**config.mk**
```make
export PLATFORM = sky130hd
export DESIGN_NAME = cddf_ctrl
export DESIGN_NICKNAME = d
export VERILOG_FILES = /design/src/sv/cddf_pkg.sv /design/src/sv/cddf_ctrl.sv
export SDC_FILE = /design/constraint.sdc
export NUM_CORES = 1
export LEC_CHECK = 0
export BUFFER_PORTS_ARGS = -buffer_cell sky130_fd_sc_hd__buf_2
export CAP_MARGIN = 40
export CORE_AREA = 2 2 39 41
export DETAILED_ROUTE_END_ITERATION = 12
export DIE_AREA = 0 0 41 43
export GPL_TIMING_DRIVEN = 0
export MAX_ROUTING_LAYER = met4
export SLEW_MARGIN = 20
export SYNTH_ARGS = -nofsm -noshare
export SYNTH_HDL_FRONTEND = slang
export SYNTH_SLANG_ARGS = --single-unit
export TNS_END_PERCENT = 30
```
**constraint.sdc**
```tcl
create_clock -name clock -period 4.5 [get_ports clock]
set_input_delay 0.45 -clock clock [delete_from_list [all_inputs] [get_ports clock]]
set_output_delay 0.45 -clock clock [all_outputs]
set_load 0.01 [all_outputs]
```
**src/sv/cddf_pkg.sv**
```systemverilog
package cddf_pkg;

   localparam int PRIOR_DEPTH   = 1024;
   localparam int CURRENT_DEPTH = 1024;
   localparam int DIGEST_BITS   = 160;

   localparam int DIGEST_FIELD_BITS = 160;
   localparam int CMD_BITS          = 2;
   localparam int CHUNK_BITS        = 16;
   localparam int COUNT_BITS        = 11;
   localparam int COUNT_MAX         = 2047;
   localparam int REQ_TDATA_BITS    = 176;
   localparam int RSP_TDATA_BITS    = 32;

   localparam logic [CMD_BITS-1:0] CMD_CLEAR_PRIOR  = 2'd0;
   localparam logic [CMD_BITS-1:0] CMD_LOAD_PRIOR   = 2'd1;
   localparam logic [CMD_BITS-1:0] CMD_START_REGION = 2'd2;
   localparam logic [CMD_BITS-1:0] CMD_CHECK_CHUNK  = 2'd3;

   typedef struct packed {
      logic load;
      logic scan_en;
      logic scan_sel;
      logic scan_clr;
      logic mark_prior;
      logic mark_cur;
      logic commit;
   } ctl_cmd_type;

   typedef struct packed {
      logic                hit;
      logic                scan_done;
      logic                out_free;
      logic [CMD_BITS-1:0] item_cmd;
   } ctl_status_type;

endpackage

```
**src/sv/cddf_ctrl.sv**
```systemverilog
module cddf_ctrl (
   input  logic                            clock,
   input  logic                            reset,
   input  logic                            req_tvalid,
   output logic                            req_tready,
   input  logic [cddf_pkg::CMD_BITS-1:0]   req_tuser,
   output cddf_pkg::ctl_cmd_type           ctl,
   input  cddf_pkg::ctl_status_type        sts
);

   localparam logic [1:0] ST_IDLE   = 2'd0;
   localparam logic [1:0] ST_PSCAN  = 2'd1;
   localparam logic [1:0] ST_CSCAN  = 2'd2;
   localparam logic [1:0] ST_FINISH = 2'd3;

   logic [1:0] state_ff;
   logic [1:0] state_in;

   always_comb begin
      state_in   = state_ff;
      ctl        = '0;
      req_tready = 1'b0;
      case (state_ff)
         ST_IDLE: begin
            req_tready = 1'b1;
            if (req_tvalid) begin
               ctl.load     = 1'b1;
               ctl.scan_clr = 1'b1;
               if (req_tuser == cddf_pkg::CMD_LOAD_PRIOR ||
                   req_tuser == cddf_pkg::CMD_CHECK_CHUNK) begin
                  state_in = ST_PSCAN;
               end else begin
                  state_in = ST_FINISH;
               end
            end
         end
         ST_PSCAN: begin
            ctl.scan_en  = 1'b1;
            ctl.scan_sel = 1'b0;
            if (sts.hit) begin
               ctl.mark_prior = 1'b1;
               state_in       = ST_FINISH;
            end else if (sts.scan_done) begin
               if (sts.item_cmd == cddf_pkg::CMD_CHECK_CHUNK) begin
                  ctl.scan_clr = 1'b1;
                  state_in     = ST_CSCAN;
               end else begin
                  state_in = ST_FINISH;
               end
            end
         end
         ST_CSCAN: begin
            ctl.scan_en  = 1'b1;
            ctl.scan_sel = 1'b1;
            if (sts.hit) begin
               ctl.mark_cur = 1'b1;
               state_in     = ST_FINISH;
            end else if (sts.scan_done) begin
               state_in = ST_FINISH;
            end
         end
         ST_FINISH: begin
            if (sts.out_free) begin
               ctl.commit = 1'b1;
               state_in   = ST_IDLE;
            end
         end
         default: begin
            state_in = ST_IDLE;
         end
      endcase
   end

   always_ff @(posedge clock) begin
      if (reset) begin
         state_ff <= ST_IDLE;
      end else begin
         state_ff <= state_in;
      end
   end

endmodule

```
==> metrics.txt <==
Synth Cell Area 264 um2; Starting Density 19.1%; WL per Instance 9.14 um; CORE AREA 1380 um2; FP Rows 14; DRC viols 0; pwr/cell area ~630 nW/um2; Setup crit start state_ff[1]$_SDFFE_PP0P_; total negative slack 0 ps; Synth top area share 23.7%; Layout fillers about 160; # resized after CTS 0; clk sink count 2; sequential fraction of the synthesis area 15.2%; Clock Path Buffers 2; Clock Skew approximately 1.9 ps; initial antenna violation count 0; DRT Pass-1 Iters 2; first-pass GRT wire length 883 um; CTS tree done; crit path capture ctl[3]; gr usage total 7.90%; Leak 0.198 nW; area delta synth->final 46.4%; # diodes 0; Port Buf Inserts 16; Setup Buffers After CTS 0; via total after detailed routing around 260; Die Footprint 1760 um2; worst rel slew slack 79.7%; DR iter-0 viols 1; # nets final between 60 and 70; largest net degree at the start of global routing 6; I/O pin count 18; Root Driver clkbuf_4; fmax around 540 MHz; Crit. End Element output pin; area leader, netlist ha_1; Largest Register state_ff; min-delay worst type input pin to register; Reg2Reg Depth 6; Worst setup SP type register; share of layout cells above drive strength 1 48.9%; Final Max Slew Viols 0; routed vias/inst 4.14; most common cell after layout, fill and taps aside buf_2; Period minus WS final roughly 1900 ps; Die X about 41 um; r2r endpoint state_ff[0]$_SDFFE_PP0P_; Crit Path Max Fanout 4; RSZ-0062 raised after global routing false; # Max-Cap Violations 0; Yosys reg bits 2; Synth cell types 17; power after layout 0.244 mW; # hold bufs at CTS 0; Clock transition at path regs 30 ps; Die Y 43 um; part of the cycle the worst path needs 41.3%; Mapped Avg Cell Area 9.43 um2; antenna-violating nets left 0; final wirelength 576 um; grt ovf 0; synth warn 0; clk_lat worst skew 230 ps; IR drop worst, VDD approximately 0.17 mV; status complete, no violations; Synth Net Count 43; slew at the pin with the worst max-slew slack 304 ps; TritonCTS Buffers 3; Final HPWL DP a little under 500 um; Critical Path AT 1410 ps; Area contributors post-synth ha_1, dfxtp_1, o311ai_4, and2_1, a21oi_4; H-Tree Level Count 1; RePlAce Congestion 0.709; vias in the first global route 252; Final setup viols 0; max FFs per register 2; CP required 4050 ps; largest registers state_ff: 2 flops; Final Hold Viols 0; flop-to-flop setup slack 2900 ps; most used cells in the layout excluding fill and tap cells buf_2, ha_1, and2_1; cell count after synthesis 28; Setup CP Type register to output pin; reg2reg start state_ff[1]$_SDFFE_PP0P_
[worst max-delay path, stage by stage (launching register included)]
cell and delay [ps]:
dfxtp_1 400, inv_1 130, ha_1 220, and2_1 150, o21bai_1 140, buf_2 140
[cells by family after synthesis]
kind of cell             count (synthesis)  share of synthesized area [%]
multiplexers                             1                           3.79
adder cells (fa/ha/maj)                  5                           23.7
AND/OR/NAND/NOR                         11                           24.6
AO/OA/AOI/OAI                            6                           28.4
buffers and inverters                    3                           4.27
flip-flops                               2                           15.2
[area by class of cell]
type	instances	area, um2	area share, %
clock buffer	3	22.5	5.83
inverter	3	11.3	2.91
multi-input combinational	23	213	55.0
sequential	2	40.0	10.4
tap	16	20.0	5.18
timing repair buffer	16	80.1	20.7
[power by group]
part	switching, mW	internal, mW
combinational	0.0916	0.0767
clock	0.0107	0.0295
sequential	0.00947	0.0263
total	0.112	0.132
[synthesized netlist by cell type]
| master | number |
|---|---|
| a21oi_4 | 1 |
| o21bai_1 | 1 |
| nand2_1 | 1 |
| inv_1 | 3 |
| o31ai_1 | 1 |
| or3_1 | 1 |
| a21oi_1 | 1 |
| mux2i_1 | 1 |
| nor2_2 | 1 |
| dfxtp_1 | 2 |
| nor2_1 | 1 |
| and2_1 | 4 |
| o311ai_4 | 1 |
| nand3b_1 | 1 |
| nand2b_1 | 2 |
| a211oi_2 | 1 |
| ha_1 | 5 |
[worst min-delay path by stage]
stage	from	end	slack [ps]	cells after the start
3_3_place_gp	state_ff[1]$_SDFFE_PP0P_	state_ff[1]$_SDFFE_PP0P_	630	2
6_report	reset	state_ff[1]$_SDFFE_PP0P_	410	2
2_1_floorplan	reset	state_ff[1]$_SDFFE_PP0P_	510	1
3_5_place_dp	state_ff[1]$_SDFFE_PP0P_	state_ff[1]$_SDFFE_PP0P_	630	2
5_1_grt	reset	state_ff[1]$_SDFFE_PP0P_	410	2
4_1_cts	reset	state_ff[1]$_SDFFE_PP0P_	400	2
[metrics by stage]
step / cells / cell area [um2] / utilization (%) / hold slack, ps / setup WS (ps)
after detailed placement: 60 / 364 / 26.3 / 626 / 2870
after global placement: 60 / 364 / 26.3 / 633 / 2860
after global routing: 63 / 387 / 27.9 / 413 / 2540
after floorplan: 28 / 264 / - / 515 / 2920
final: 63 / 387 / 27.9 / 415 / 2640
after CTS: 63 / 387 / 27.9 / 403 / 2620
[routing by layer]
metal | share of wire [%] | track usage (%) | wire [um] | vias up
met3 | 8.5 | 3.14 | 49 | 0
li1 | - | - | - | 135
met4 | 0 | 6.00 | 0 | 0
met2 | 51 | 12.2 | 294 | 10
met5 | 0 | - | 0 | -
met1 | 40 | 7.32 | 233 | 116
No activity file was read; power rests on OpenSTA's default activity.
